### src/hdl/pss_pkg.sv
package pss_pkg;

  localparam int DEF_ACTIVE_SLOTS = 8;
  localparam int DEF_WAIT_DEPTH   = 16;
  localparam int DEF_ID_BITS      = 8;

  localparam int CMD_W     = 2;
  localparam int PRIO_W    = 2;
  localparam int STATUS_W  = 4;
  localparam int MAXACT_W  = 4;
  localparam int MAXWAIT_W = 5;
  localparam int CFG_W     = 5;
  localparam int CFG_IDX_W = 1;

  localparam logic [CMD_W-1:0] CMD_LOAD    = 2'd0;
  localparam logic [CMD_W-1:0] CMD_REMOVE  = 2'd1;
  localparam logic [CMD_W-1:0] CMD_PROMOTE = 2'd2;
  localparam logic [CMD_W-1:0] CMD_CLEAR   = 2'd3;

  localparam logic [PRIO_W-1:0] PRIO_CANCEL = 2'd0;
  localparam logic [PRIO_W-1:0] PRIO_WAIT   = 2'd1;
  localparam logic [PRIO_W-1:0] PRIO_LOAD   = 2'd2;
  localparam logic [PRIO_W-1:0] PRIO_ALWAYS = 2'd3;

  localparam logic [STATUS_W-1:0] ST_ADMIT    = 4'd0;
  localparam logic [STATUS_W-1:0] ST_EVICT    = 4'd1;
  localparam logic [STATUS_W-1:0] ST_CANCEL   = 4'd2;
  localparam logic [STATUS_W-1:0] ST_QUEUED   = 4'd3;
  localparam logic [STATUS_W-1:0] ST_REJECT   = 4'd4;
  localparam logic [STATUS_W-1:0] ST_REMOVED  = 4'd5;
  localparam logic [STATUS_W-1:0] ST_PROMOTED = 4'd6;
  localparam logic [STATUS_W-1:0] ST_NONE     = 4'd7;
  localparam logic [STATUS_W-1:0] ST_CLEARED  = 4'd8;

  localparam logic [CFG_IDX_W-1:0] CFG_MAX_ACTIVE = 1'b0;
  localparam logic [CFG_IDX_W-1:0] CFG_MAX_WAIT   = 1'b1;

  // result control fields, travel with the reported id
  typedef struct packed {
    logic [STATUS_W-1:0] status;
    logic                id_valid;
    logic                last;
  } res_ctl_t;

endpackage

### src/hdl/pss_ram.sv
module pss_ram #(
  parameter int WIDTH = 8,
  parameter int DEPTH = 8
) (
  input  logic                                clk,
  input  logic                                rd_en,
  input  logic [(DEPTH > 1 ? $clog2(DEPTH) : 1)-1:0] rd_addr,
  output logic [WIDTH-1:0]                    rd_data,
  input  logic                                wr_en,
  input  logic [(DEPTH > 1 ? $clog2(DEPTH) : 1)-1:0] wr_addr,
  input  logic [WIDTH-1:0]                    wr_data
);

  logic [WIDTH-1:0] mem [DEPTH];

  always_ff @(posedge clk) begin
    if (wr_en) begin
      mem[wr_addr] <= wr_data;
    end
  end

  // read data holds while no read is issued
  always_ff @(posedge clk) begin
    if (rd_en) begin
      rd_data <= mem[rd_addr];
    end
  end

endmodule

### src/hdl/pss_obuf.sv
module pss_obuf #(
  parameter int ID_BITS = pss_pkg::DEF_ID_BITS
) (
  input  logic                          clk,
  input  logic                          rst_n,
  input  logic                          push,
  input  pss_pkg::res_ctl_t             push_ctl,
  input  logic [ID_BITS-1:0]            push_id,
  output logic                          free,
  output logic                          out_valid,
  input  logic                          out_ready,
  output logic [pss_pkg::STATUS_W-1:0]  out_status,
  output logic [ID_BITS-1:0]            out_reported_id,
  output logic                          out_id_valid,
  output logic                          out_last
);

  logic              vld_r;
  pss_pkg::res_ctl_t ctl_r;
  logic [ID_BITS-1:0] id_r;

  assign free = !vld_r || out_ready;

  always_ff @(posedge clk) begin
    if (!rst_n) begin
      vld_r <= 1'b0;
    end else if (free) begin
      vld_r <= push;
    end
  end

  always_ff @(posedge clk) begin
    if (push && free) begin
      ctl_r <= push_ctl;
      id_r  <= push_id;
    end
  end

  assign out_valid       = vld_r;
  assign out_status      = ctl_r.status;
  assign out_reported_id = id_r;
  assign out_id_valid    = ctl_r.id_valid;
  assign out_last        = ctl_r.last;

endmodule

### src/hdl/pss_ctrl.sv
module pss_ctrl #(
  parameter int ACTIVE_SLOTS = pss_pkg::DEF_ACTIVE_SLOTS,
  parameter int WAIT_DEPTH   = pss_pkg::DEF_WAIT_DEPTH,
  parameter int ID_BITS      = pss_pkg::DEF_ID_BITS,
  localparam int AAW = (ACTIVE_SLOTS > 1) ? $clog2(ACTIVE_SLOTS) : 1,
  localparam int WAW = (WAIT_DEPTH > 1) ? $clog2(WAIT_DEPTH) : 1,
  localparam int AEW = ID_BITS + pss_pkg::PRIO_W
) (
  input  logic                          clk,
  input  logic                          rst_n,
  input  logic                          in_valid,
  output logic                          in_ready,
  input  logic [pss_pkg::CMD_W-1:0]     in_command,
  input  logic [ID_BITS-1:0]            in_task_id,
  input  logic [pss_pkg::PRIO_W-1:0]    in_priority_req,
  input  logic                          cfg_we,
  input  logic [pss_pkg::CFG_IDX_W-1:0] cfg_index,
  input  logic [pss_pkg::CFG_W-1:0]     cfg_wdata,
  output logic                          a_rd_en,
  output logic [AAW-1:0]                a_rd_addr,
  input  logic [AEW-1:0]                a_rd_data,
  output logic                          a_wr_en,
  output logic [AAW-1:0]                a_wr_addr,
  output logic [AEW-1:0]                a_wr_data,
  output logic                          w_rd_en,
  output logic [WAW-1:0]                w_rd_addr,
  input  logic [ID_BITS-1:0]            w_rd_data,
  output logic                          w_wr_en,
  output logic [WAW-1:0]                w_wr_addr,
  output logic [ID_BITS-1:0]            w_wr_data,
  input  logic                          obuf_free,
  output logic                          push,
  output pss_pkg::res_ctl_t             push_ctl,
  output logic [ID_BITS-1:0]            push_id
);

  localparam int CW  = $clog2(ACTIVE_SLOTS + 1);
  localparam int WCW = $clog2(WAIT_DEPTH + 1);
  localparam int MAW = (CW > pss_pkg::MAXACT_W) ? CW : pss_pkg::MAXACT_W;
  localparam int MWW = (WCW > pss_pkg::MAXWAIT_W) ? WCW : pss_pkg::MAXWAIT_W;

  typedef enum logic [6:0] {
    S_IDLE   = 7'b0000001,
    S_FIND   = 7'b0000010,
    S_CMPCT  = 7'b0000100,
    S_PROM   = 7'b0001000,
    S_EMIT   = 7'b0010000,
    S_CLR_RD = 7'b0100000,
    S_CLR_EM = 7'b1000000
  } state_t;

  state_t                       state_r, state_nxt;
  logic [pss_pkg::CMD_W-1:0]    cmd_r, cmd_nxt;
  logic [ID_BITS-1:0]           id_r, id_nxt;
  logic [pss_pkg::PRIO_W-1:0]   prio_r, prio_nxt;
  logic [ID_BITS-1:0]           key_r, key_nxt;
  logic [CW-1:0]                cnt_r, cnt_nxt;
  logic [WAW-1:0]               whead_r, whead_nxt;
  logic [WCW-1:0]               wcnt_r, wcnt_nxt;
  logic [pss_pkg::MAXACT_W-1:0] max_act_r;
  logic [pss_pkg::MAXWAIT_W-1:0] max_wait_r;
  logic [CW-1:0]                rd_idx_r, rd_idx_nxt;
  logic [CW-1:0]                wr_idx_r, wr_idx_nxt;
  logic                         pend_r, pend_nxt;
  logic [CW-1:0]                clr_n_r, clr_n_nxt;
  pss_pkg::res_ctl_t            res_ctl_r, res_ctl_nxt;
  logic [ID_BITS-1:0]           res_id_r, res_id_nxt;

  logic               act_room, wait_room;
  logic [WCW:0]       tail_sum;
  logic [WAW-1:0]     wtail;
  logic [WAW:0]       head_inc;
  logic [ID_BITS-1:0] rd_id;
  logic [pss_pkg::PRIO_W-1:0] rd_prio;
  logic               hit, issue, clr_last;

  assign rd_id   = a_rd_data[AEW-1:pss_pkg::PRIO_W];
  assign rd_prio = a_rd_data[pss_pkg::PRIO_W-1:0];

  // room checks against the register and the built size
  assign act_room  = (MAW'(cnt_r) < MAW'(max_act_r)) && (cnt_r < CW'(ACTIVE_SLOTS));
  assign wait_room = (MWW'(wcnt_r) < MWW'(max_wait_r)) && (wcnt_r < WCW'(WAIT_DEPTH));

  assign tail_sum = (WCW+1)'(whead_r) + (WCW+1)'(wcnt_r);
  assign wtail    = (tail_sum >= (WCW+1)'(WAIT_DEPTH)) ?
                    WAW'(tail_sum - (WCW+1)'(WAIT_DEPTH)) : WAW'(tail_sum);
  assign head_inc = (WAW+1)'(whead_r) + (WAW+1)'(1);

  assign clr_last = (rd_idx_r == CW'(clr_n_r - CW'(1)));
  assign in_ready = (state_r == S_IDLE);

  always_comb begin
    state_nxt   = state_r;
    cmd_nxt     = cmd_r;
    id_nxt      = id_r;
    prio_nxt    = prio_r;
    key_nxt     = key_r;
    cnt_nxt     = cnt_r;
    whead_nxt   = whead_r;
    wcnt_nxt    = wcnt_r;
    rd_idx_nxt  = rd_idx_r;
    wr_idx_nxt  = wr_idx_r;
    pend_nxt    = pend_r;
    clr_n_nxt   = clr_n_r;
    res_ctl_nxt = res_ctl_r;
    res_id_nxt  = res_id_r;
    a_rd_en     = 1'b0;
    a_rd_addr   = rd_idx_r[AAW-1:0];
    a_wr_en     = 1'b0;
    a_wr_addr   = wr_idx_r[AAW-1:0];
    a_wr_data   = a_rd_data;
    w_rd_en     = 1'b0;
    w_rd_addr   = whead_r;
    w_wr_en     = 1'b0;
    w_wr_addr   = wtail;
    w_wr_data   = in_task_id;
    push        = 1'b0;
    push_ctl    = res_ctl_r;
    push_id     = res_id_r;
    hit         = 1'b0;
    issue       = 1'b0;

    unique case (state_r)
      S_IDLE: begin
        if (in_valid) begin
          cmd_nxt              = in_command;
          id_nxt               = in_task_id;
          prio_nxt             = in_priority_req;
          res_ctl_nxt.id_valid = 1'b0;
          res_ctl_nxt.last     = 1'b1;
          res_id_nxt           = '0;
          rd_idx_nxt           = '0;
          wr_idx_nxt           = '0;
          pend_nxt             = 1'b0;
          state_nxt            = S_EMIT;
          unique case (in_command)
            pss_pkg::CMD_LOAD: begin
              if (act_room) begin
                a_wr_en            = 1'b1;
                a_wr_addr          = cnt_r[AAW-1:0];
                a_wr_data          = {in_task_id, in_priority_req};
                cnt_nxt            = cnt_r + CW'(1);
                res_ctl_nxt.status = pss_pkg::ST_ADMIT;
              end else begin
                case (in_priority_req)
                  pss_pkg::PRIO_CANCEL: res_ctl_nxt.status = pss_pkg::ST_CANCEL;
                  pss_pkg::PRIO_WAIT: begin
                    if (wait_room) begin
                      w_wr_en            = 1'b1;
                      wcnt_nxt           = wcnt_r + WCW'(1);
                      res_ctl_nxt.status = pss_pkg::ST_QUEUED;
                    end else begin
                      res_ctl_nxt.status = pss_pkg::ST_REJECT;
                    end
                  end
                  default: state_nxt = S_FIND;
                endcase
              end
            end
            pss_pkg::CMD_REMOVE: begin
              key_nxt   = in_task_id;
              state_nxt = S_CMPCT;
            end
            pss_pkg::CMD_PROMOTE: begin
              if (act_room && (wcnt_r != '0)) begin
                w_rd_en   = 1'b1;
                state_nxt = S_PROM;
              end else begin
                res_ctl_nxt.status = pss_pkg::ST_NONE;
              end
            end
            pss_pkg::CMD_CLEAR: begin
              clr_n_nxt          = cnt_r;
              cnt_nxt            = '0;
              whead_nxt          = '0;
              wcnt_nxt           = '0;
              res_ctl_nxt.status = pss_pkg::ST_CLEARED;
              if (cnt_r != '0) begin
                state_nxt = S_CLR_RD;
              end
            end
            default: state_nxt = S_IDLE;
          endcase
        end
      end

      // pipelined scan for the first victim
      S_FIND: begin
        hit = pend_r && ((prio_r == pss_pkg::PRIO_LOAD) ? (rd_prio < prio_r)
                                                         : (rd_id != id_r));
        issue   = (rd_idx_r < cnt_r) && !hit;
        a_rd_en = issue;
        if (hit) begin
          key_nxt    = rd_id;
          rd_idx_nxt = '0;
          wr_idx_nxt = '0;
          pend_nxt   = 1'b0;
          state_nxt  = S_CMPCT;
        end else if (!issue && !pend_r) begin
          res_ctl_nxt.status = pss_pkg::ST_REJECT;
          state_nxt          = S_EMIT;
        end else begin
          pend_nxt   = issue;
          rd_idx_nxt = rd_idx_r + CW'(issue);
        end
      end

      // survivors are written back below the read pointer
      S_CMPCT: begin
        issue      = (rd_idx_r < cnt_r);
        a_rd_en    = issue;
        pend_nxt   = issue;
        rd_idx_nxt = rd_idx_r + CW'(issue);
        if (pend_r && (rd_id != key_r)) begin
          a_wr_en    = 1'b1;
          wr_idx_nxt = wr_idx_r + CW'(1);
        end
        if (!issue && !pend_r) begin
          state_nxt = S_EMIT;
          if (cmd_r == pss_pkg::CMD_LOAD) begin
            a_wr_en              = 1'b1;
            a_wr_data            = {id_r, prio_r};
            cnt_nxt              = wr_idx_r + CW'(1);
            res_ctl_nxt.status   = pss_pkg::ST_EVICT;
            res_ctl_nxt.id_valid = 1'b1;
            res_id_nxt           = key_r;
          end else begin
            cnt_nxt            = wr_idx_r;
            res_ctl_nxt.status = pss_pkg::ST_REMOVED;
          end
        end
      end

      S_PROM: begin
        a_wr_en              = 1'b1;
        a_wr_addr            = cnt_r[AAW-1:0];
        a_wr_data            = {w_rd_data, pss_pkg::PRIO_WAIT};
        cnt_nxt              = cnt_r + CW'(1);
        whead_nxt            = (head_inc == (WAW+1)'(WAIT_DEPTH)) ? '0 : head_inc[WAW-1:0];
        wcnt_nxt             = wcnt_r - WCW'(1);
        res_ctl_nxt.status   = pss_pkg::ST_PROMOTED;
        res_ctl_nxt.id_valid = 1'b1;
        res_id_nxt           = w_rd_data;
        state_nxt            = S_EMIT;
      end

      S_EMIT: begin
        if (obuf_free) begin
          push      = 1'b1;
          state_nxt = S_IDLE;
        end
      end

      S_CLR_RD: begin
        a_rd_en   = 1'b1;
        state_nxt = S_CLR_EM;
      end

      S_CLR_EM: begin
        push_ctl.status   = pss_pkg::ST_CLEARED;
        push_ctl.id_valid = 1'b1;
        push_ctl.last     = clr_last;
        push_id           = rd_id;
        if (obuf_free) begin
          push       = 1'b1;
          rd_idx_nxt = rd_idx_r + CW'(1);
          state_nxt  = clr_last ? S_IDLE : S_CLR_RD;
        end
      end

      default: state_nxt = S_IDLE;
    endcase
  end

  always_ff @(posedge clk) begin
    if (!rst_n) begin
      state_r    <= S_IDLE;
      cnt_r      <= '0;
      whead_r    <= '0;
      wcnt_r     <= '0;
      pend_r     <= 1'b0;
      max_act_r  <= pss_pkg::MAXACT_W'(1);
      max_wait_r <= '0;
    end else begin
      state_r <= state_nxt;
      cnt_r   <= cnt_nxt;
      whead_r <= whead_nxt;
      wcnt_r  <= wcnt_nxt;
      pend_r  <= pend_nxt;
      if (cfg_we) begin
        unique case (cfg_index)
          pss_pkg::CFG_MAX_ACTIVE: max_act_r  <= cfg_wdata[pss_pkg::MAXACT_W-1:0];
          pss_pkg::CFG_MAX_WAIT:   max_wait_r <= cfg_wdata[pss_pkg::MAXWAIT_W-1:0];
          default: ;
        endcase
      end
    end
  end

  always_ff @(posedge clk) begin
    cmd_r     <= cmd_nxt;
    id_r      <= id_nxt;
    prio_r    <= prio_nxt;
    key_r     <= key_nxt;
    rd_idx_r  <= rd_idx_nxt;
    wr_idx_r  <= wr_idx_nxt;
    clr_n_r   <= clr_n_nxt;
    res_ctl_r <= res_ctl_nxt;
    res_id_r  <= res_id_nxt;
  end

endmodule

### src/hdl/priority_slot_scheduler_unit.sv
// channel   direction  transfer when         payload
// in_       input      in_valid & in_ready   command, task_id, priority_req
// out_      output     out_valid & out_ready status, reported_id, id_valid, last
// cfg_      input      cfg_we                cfg_index, cfg_wdata
//
// load that fits, cancel, wait: decided, then emitted; promote: wait queue read, then
//   active list write, then emit; load with eviction: scan pass, then compaction pass
//   (each one slot read per cycle through the active list memory port), then emit
// remove: compaction pass; clear: read and emit per active entry, one result each
// reset is synchronous, active low; it empties both stores through their counts
// a stalled result holds in the output register; a new item is taken meanwhile
module priority_slot_scheduler_unit #(
  parameter int ACTIVE_SLOTS = pss_pkg::DEF_ACTIVE_SLOTS,
  parameter int WAIT_DEPTH   = pss_pkg::DEF_WAIT_DEPTH,
  parameter int ID_BITS      = pss_pkg::DEF_ID_BITS
) (
  input  logic                          clk,
  input  logic                          rst_n,
  input  logic                          in_valid,
  output logic                          in_ready,
  input  logic [pss_pkg::CMD_W-1:0]     in_command,
  input  logic [ID_BITS-1:0]            in_task_id,
  input  logic [pss_pkg::PRIO_W-1:0]    in_priority_req,
  output logic                          out_valid,
  input  logic                          out_ready,
  output logic [pss_pkg::STATUS_W-1:0]  out_status,
  output logic [ID_BITS-1:0]            out_reported_id,
  output logic                          out_id_valid,
  output logic                          out_last,
  input  logic                          cfg_we,
  input  logic [pss_pkg::CFG_IDX_W-1:0] cfg_index,
  input  logic [pss_pkg::CFG_W-1:0]     cfg_wdata
);

  localparam int AAW = (ACTIVE_SLOTS > 1) ? $clog2(ACTIVE_SLOTS) : 1;
  localparam int WAW = (WAIT_DEPTH > 1) ? $clog2(WAIT_DEPTH) : 1;
  localparam int AEW = ID_BITS + pss_pkg::PRIO_W;

  // active list memory: {id, priority} per slot, kept packed from slot 0
  logic           a_rd_en, a_wr_en;
  logic [AAW-1:0] a_rd_addr, a_wr_addr;
  logic [AEW-1:0] a_rd_data, a_wr_data;

  // waiting queue memory: ring of ids, head and count held in the sequencer
  logic               w_rd_en, w_wr_en;
  logic [WAW-1:0]     w_rd_addr, w_wr_addr;
  logic [ID_BITS-1:0] w_rd_data, w_wr_data;

  logic               obuf_free, push;
  pss_pkg::res_ctl_t  push_ctl;
  logic [ID_BITS-1:0] push_id;

  // the sequencer never reads and writes one slot in the same cycle:
  // compaction writes land below the read pointer, appends happen between passes
  pss_ctrl #(
    .ACTIVE_SLOTS (ACTIVE_SLOTS),
    .WAIT_DEPTH   (WAIT_DEPTH),
    .ID_BITS      (ID_BITS)
  ) u_ctrl (
    .clk             (clk),
    .rst_n           (rst_n),
    .in_valid        (in_valid),
    .in_ready        (in_ready),
    .in_command      (in_command),
    .in_task_id      (in_task_id),
    .in_priority_req (in_priority_req),
    .cfg_we          (cfg_we),
    .cfg_index       (cfg_index),
    .cfg_wdata       (cfg_wdata),
    .a_rd_en         (a_rd_en),
    .a_rd_addr       (a_rd_addr),
    .a_rd_data       (a_rd_data),
    .a_wr_en         (a_wr_en),
    .a_wr_addr       (a_wr_addr),
    .a_wr_data       (a_wr_data),
    .w_rd_en         (w_rd_en),
    .w_rd_addr       (w_rd_addr),
    .w_rd_data       (w_rd_data),
    .w_wr_en         (w_wr_en),
    .w_wr_addr       (w_wr_addr),
    .w_wr_data       (w_wr_data),
    .obuf_free       (obuf_free),
    .push            (push),
    .push_ctl        (push_ctl),
    .push_id         (push_id)
  );

  pss_ram #(
    .WIDTH (AEW),
    .DEPTH (ACTIVE_SLOTS)
  ) u_active_ram (
    .clk     (clk),
    .rd_en   (a_rd_en),
    .rd_addr (a_rd_addr),
    .rd_data (a_rd_data),
    .wr_en   (a_wr_en),
    .wr_addr (a_wr_addr),
    .wr_data (a_wr_data)
  );

  pss_ram #(
    .WIDTH (ID_BITS),
    .DEPTH (WAIT_DEPTH)
  ) u_wait_ram (
    .clk     (clk),
    .rd_en   (w_rd_en),
    .rd_addr (w_rd_addr),
    .rd_data (w_rd_data),
    .wr_en   (w_wr_en),
    .wr_addr (w_wr_addr),
    .wr_data (w_wr_data)
  );

  // output register decouples result stalls from the sequencer
  pss_obuf #(
    .ID_BITS (ID_BITS)
  ) u_obuf (
    .clk             (clk),
    .rst_n           (rst_n),
    .push            (push),
    .push_ctl        (push_ctl),
    .push_id         (push_id),
    .free            (obuf_free),
    .out_valid       (out_valid),
    .out_ready       (out_ready),
    .out_status      (out_status),
    .out_reported_id (out_reported_id),
    .out_id_valid    (out_id_valid),
    .out_last        (out_last)
  );

endmodule

### config.mk
export PLATFORM = sky130hd
export DESIGN_NAME = priority_slot_scheduler_unit
export DESIGN_NICKNAME = d
export VERILOG_FILES = /design/src/hdl/pss_pkg.sv /design/src/hdl/pss_ram.sv /design/src/hdl/pss_obuf.sv /design/src/hdl/pss_ctrl.sv /design/src/hdl/priority_slot_scheduler_unit.sv
export SDC_FILE = /design/constraint.sdc
export NUM_CORES = 1
export LEC_CHECK = 0
export ABC_AREA = 1
export CORE_MARGIN = 3
export CORE_UTILIZATION = 35
export CTS_CLUSTER_SIZE = 20
export DETAILED_ROUTE_END_ITERATION = 7
export DONT_BUFFER_PORTS = 1
export HOLD_SLACK_MARGIN = 0.12
export PLACE_DENSITY = 0.6
export SLEW_MARGIN = 20
export SYNTH_ARGS = -nofsm -noshare
export SYNTH_HDL_FRONTEND = slang
export SYNTH_SLANG_ARGS = --single-unit
### constraint.sdc
create_clock -name clk -period 3.1 [get_ports clk]
set_clock_uncertainty 0.05 [all_clocks]
set_input_delay 0.62 -clock clk [delete_from_list [all_inputs] [get_ports clk]]
set_output_delay 0.62 -clock clk [all_outputs]
set_load 0.01 [all_outputs]
==> flow_metrics.py <==
metrics = {
    "status": {
        "status": "finished clean",
    },
    "power_and_ir_drop": {
        "seqPwrFrac_pct": 43.5,
        "peakVddDrop_uv": 394.2,
        "powerDensity_nw_per_um2": 819.6,
        "leakagePower_nw": 5.874,
        "pwr-share-comb_pct": 26.9,
        "switching_share_pct": 33.48,
        "p_int_mw": 8.862,
        "clockPowerShare_pct": 29.6,
        "netSwitchingPower_mw": 4.460,
    },
    "sta": {
        "maxSlewViolCount": 0,
        "tns_ns": 0,
        "post-route-period-util_pct": 89.71,
        "fmax_mhz": 359.6,
        "rsz0062_at_grt": "false",
        "hold_violations": 0,
        "setup_violations": 0,
        "period_needed_ns": 2.781,
        "worstMarginPinSlew_ns": 0.8864,
        "relSlewSlack_pct": 40.84,
    },
    "clock_tree": {
        "cts.clk_slew.worst_paths_ns": 0.06,
        "ctsResizeCount": 0,
        "clockBufferDepth": 3,
        "cts-root-buf": "clkbuf_16",
        "cts_setup_buffers": 0,
        "holdBufCountCts": 12,
        "h-tree-depth": 2,
        "cts_buffers": 34,
        "cts_sinks": 316,
        "cts_tree": "built",
        "clock_latency_ns": 0.53,
    },
    "setup_path": {
        "cp_num_buf_inv": 1,
        "cp_cell_sequence": "ha_1, nand2_1, inv_1, o21ai_0, nand4_1, nor2_2, and3_4, nand3_4, nor2_1",
        "cp_data_required_time_ns": 3.21,
        "cp_slowest_cell": "nor2_1",
        "worstPathMaxFanout": 10,
        "cp.arrival_ns": 2.89,
        "cpPeakStageDelay_ns": 0.52,
        "path_class": "reg -> reg",
        "reg2reg_from": "u_ctrl.wcnt_r[2]$_SDFFE_PN0P_",
        "end_kind": "flip-flop",
        "start_kind": "flip-flop",
        "crit_family": "simple AND/OR/NAND/NOR gates",
        "startpoint": "u_ctrl.wcnt_r[2]$_SDFFE_PN0P_",
    },
    "synthesis": {
        "synth_xor_xnor_area_share_pct": 1.596,
        "yosys.area_share.simple_pct": 14.99,
        "synthTopCellsByCount": "285 x edfxtp_1, 198 x nor2_1, 180 x nand2_1, 133 x o21ai_0, 88 x inv_1",
        "netlist-cell-type-count": 45,
        "synth_fa_ha_area_share_pct": 2.947,
        "synthesis.nets": 1348,
        "synth-compound-area-share_pct": 10.06,
        "avgSynthCellArea_sq_um": 11.04,
        "synth_cells": 1292,
        "synth_edf_count": 285,
        "muxShareOfSynthArea_pct": 1.824,
        "synth_most_common_cell": "edfxtp_1",
        "yosys_warnings": 0,
        "yosys-top-cells-area": "edfxtp_1 60%, nor2_1 5.2%, nand2_1 4.7%",
        "yosys.area.top_type": "edfxtp_1",
        "yosys_register_bits": 316,
        "ys_seq_area_share_pct": 64.34,
        "synth_top_family_by_area": "simple AND/OR/NAND/NOR gates",
        "synthFlopType": "edfxtp_1",
        "synth_top_area_share_pct": 59.99,
        "syn_area_sq_um": 14270,
        "async_flop_share_pct": 0,
    },
    "global_route": {
        "antenna_found_initial": 0,
        "grt_first_pass_wirelength_um": 55030,
        "grt_pass1_vias": 9356,
        "grt_overflow": 0,
        "grt_max_degree": 68,
        "grt_use_met1_pct": 22.83,
        "grt_util_all_layers_pct": 16.17,
        "met3_usage_pct": 3.001,
        "grt_busiest_layer": "met2",
        "grt_use_met2_pct": 25.98,
    },
    "drt": {
        "drt_iter0_markers": 861,
        "route.antenna.remaining_nets": 0,
        "wl_per_cell_um": 18.75,
        "first_pass_iters": 5,
        "post_drt_via_cell_ratio": 5.093,
        "routed_wl_um": 35320,
        "via_count": 9595,
        "drc": 0,
    },
    "floorplanning": {
        "die_x_um": 207.9,
        "start_util_pct": 35.66,
        "die_area_sq_um": 43220,
        "fp.coreArea_sq_um": 40010,
        "die_h_um": 207.9,
        "fp-row-count": 73,
        "io_pins": 39,
    },
    "placed_design": {
        "port_buffers": 0,
        "hpwl_um": 23220,
        "globalplace.congestion": 0.8728,
    },
    "min_path": {
        "worstHoldStart": "in_command[0]",
        "hp-class": "in -> reg",
    },
    "cells_and_area": {
        "final_util_pct": 40.63,
        "syn_to_final_growth_pct": 13.94,
        "drive_above_1_share_pct": 10.74,
        "antenna_cells": 0,
        "fin_nets": 1389,
    },
    "flow_run": {
        "max_cap_violations": 0,
    },
}
==> worst paths after layout <==
| kind | to | slack [ns] | depth (start not counted) |
|---|---|---|---|
| worst max-delay path | u_wait_ram.mem[10][0]$_DFFE_PP_ | 0.32 | 9 |
| worst min-delay path | u_ctrl.cmd_r[0]$_DFFE_PP_ | 0.15 | 0 |
| worst max register to register | u_wait_ram.mem[10][0]$_DFFE_PP_ | 0.32 | 9 |
| worst min register to register | u_ctrl.max_wait_r[3]$_SDFFE_PN0P_ | 0.41 | 2 |
==> metrics by stage <==
stage | hold WS (ns) | area (sq um) | total power [mW] | worst slack (ns) | std cells
6_report | 0.1482 | 16250 | 13.32 | 0.3189 | 1884
5_1_grt | 0.1258 | 16250 | 14.13 | 0.1384 | 1884
4_1_cts | 0.1235 | 16250 | 13.43 | 0.3204 | 1884
3_5_place_dp | 0.4100 | 15050 | 9.415 | 0.2998 | 1810
3_3_place_gp | 0.4104 | 15050 | 9.344 | 0.3977 | 1810
2_1_floorplan | 0.3792 | 14270 | 8.329 | 0.5518 | 1292
==> power by group through the flow <==
stage,clock (mW),sequential [mW],combinational (mW)
2_1_floorplan,0,5.81,2.52
3_3_place_gp,0,5.87,3.48
3_5_place_dp,0,5.88,3.53
4_1_cts,4.04,5.79,3.60
5_1_grt,4.22,5.85,4.07
6_report,3.94,5.79,3.59
==> metal layers <==
layer	wire length, um	part of all wire [%]
met3	2375	6.7
met5	0	0
met1	16000	45
met2	16280	46
met4	660	1.9
==> cells by family (layout without fill, tap and decap cells) <==
family,count (synthesis),in the layout
multiplexers,26,26
AND/OR/NAND/NOR,489,489
buffers and inverters,155,222
XOR/XNOR,26,26
AO/OA/AOI/OAI,247,247
flip-flops,316,316
adder cells (fa/ha/maj),33,33
==> final cells by class <==
cell class / instances / area, sq um
Clock buffer: 41 / 897.1
Fill cell: 3823 / 23750
Multi-Input combinational cell: 821 / 4484
Sequential cell: 316 / 9181
Clock inverter: 21 / 188.9
Inverter: 104 / 395.4
Tap cell: 525 / 656.9
Timing Repair Buffer: 56 / 450.4
==> sequential cells by signal, indices dropped and copies added (netlist names), 8 cells and up <==
| name | flops |
|---|---|
| u_wait_ram.mem | 128 |
| u_active_ram.mem | 80 |
| u_active_ram.rd_data | 10 |
| u_ctrl.id_r | 8 |
| u_ctrl.key_r | 8 |
| u_ctrl.res_id_r | 8 |
| u_obuf.out_reported_id | 8 |
| u_wait_ram.rd_data | 8 |
==> cell usage in the layout (no fill, tap or decap), types with 26 or more instances in the layout <==
master	instances
buf_4	44
nand3_1	48
a21oi_1	38
mux2i_1	26
o21ai_0	133
nand2_1	180
dfxtp_1	29
nor2_1	197
edfxtp_1	285
o221ai_1	26
clkbuf_16	34
inv_1	88
ha_1	32
Power figures use the tool's default switching activity.
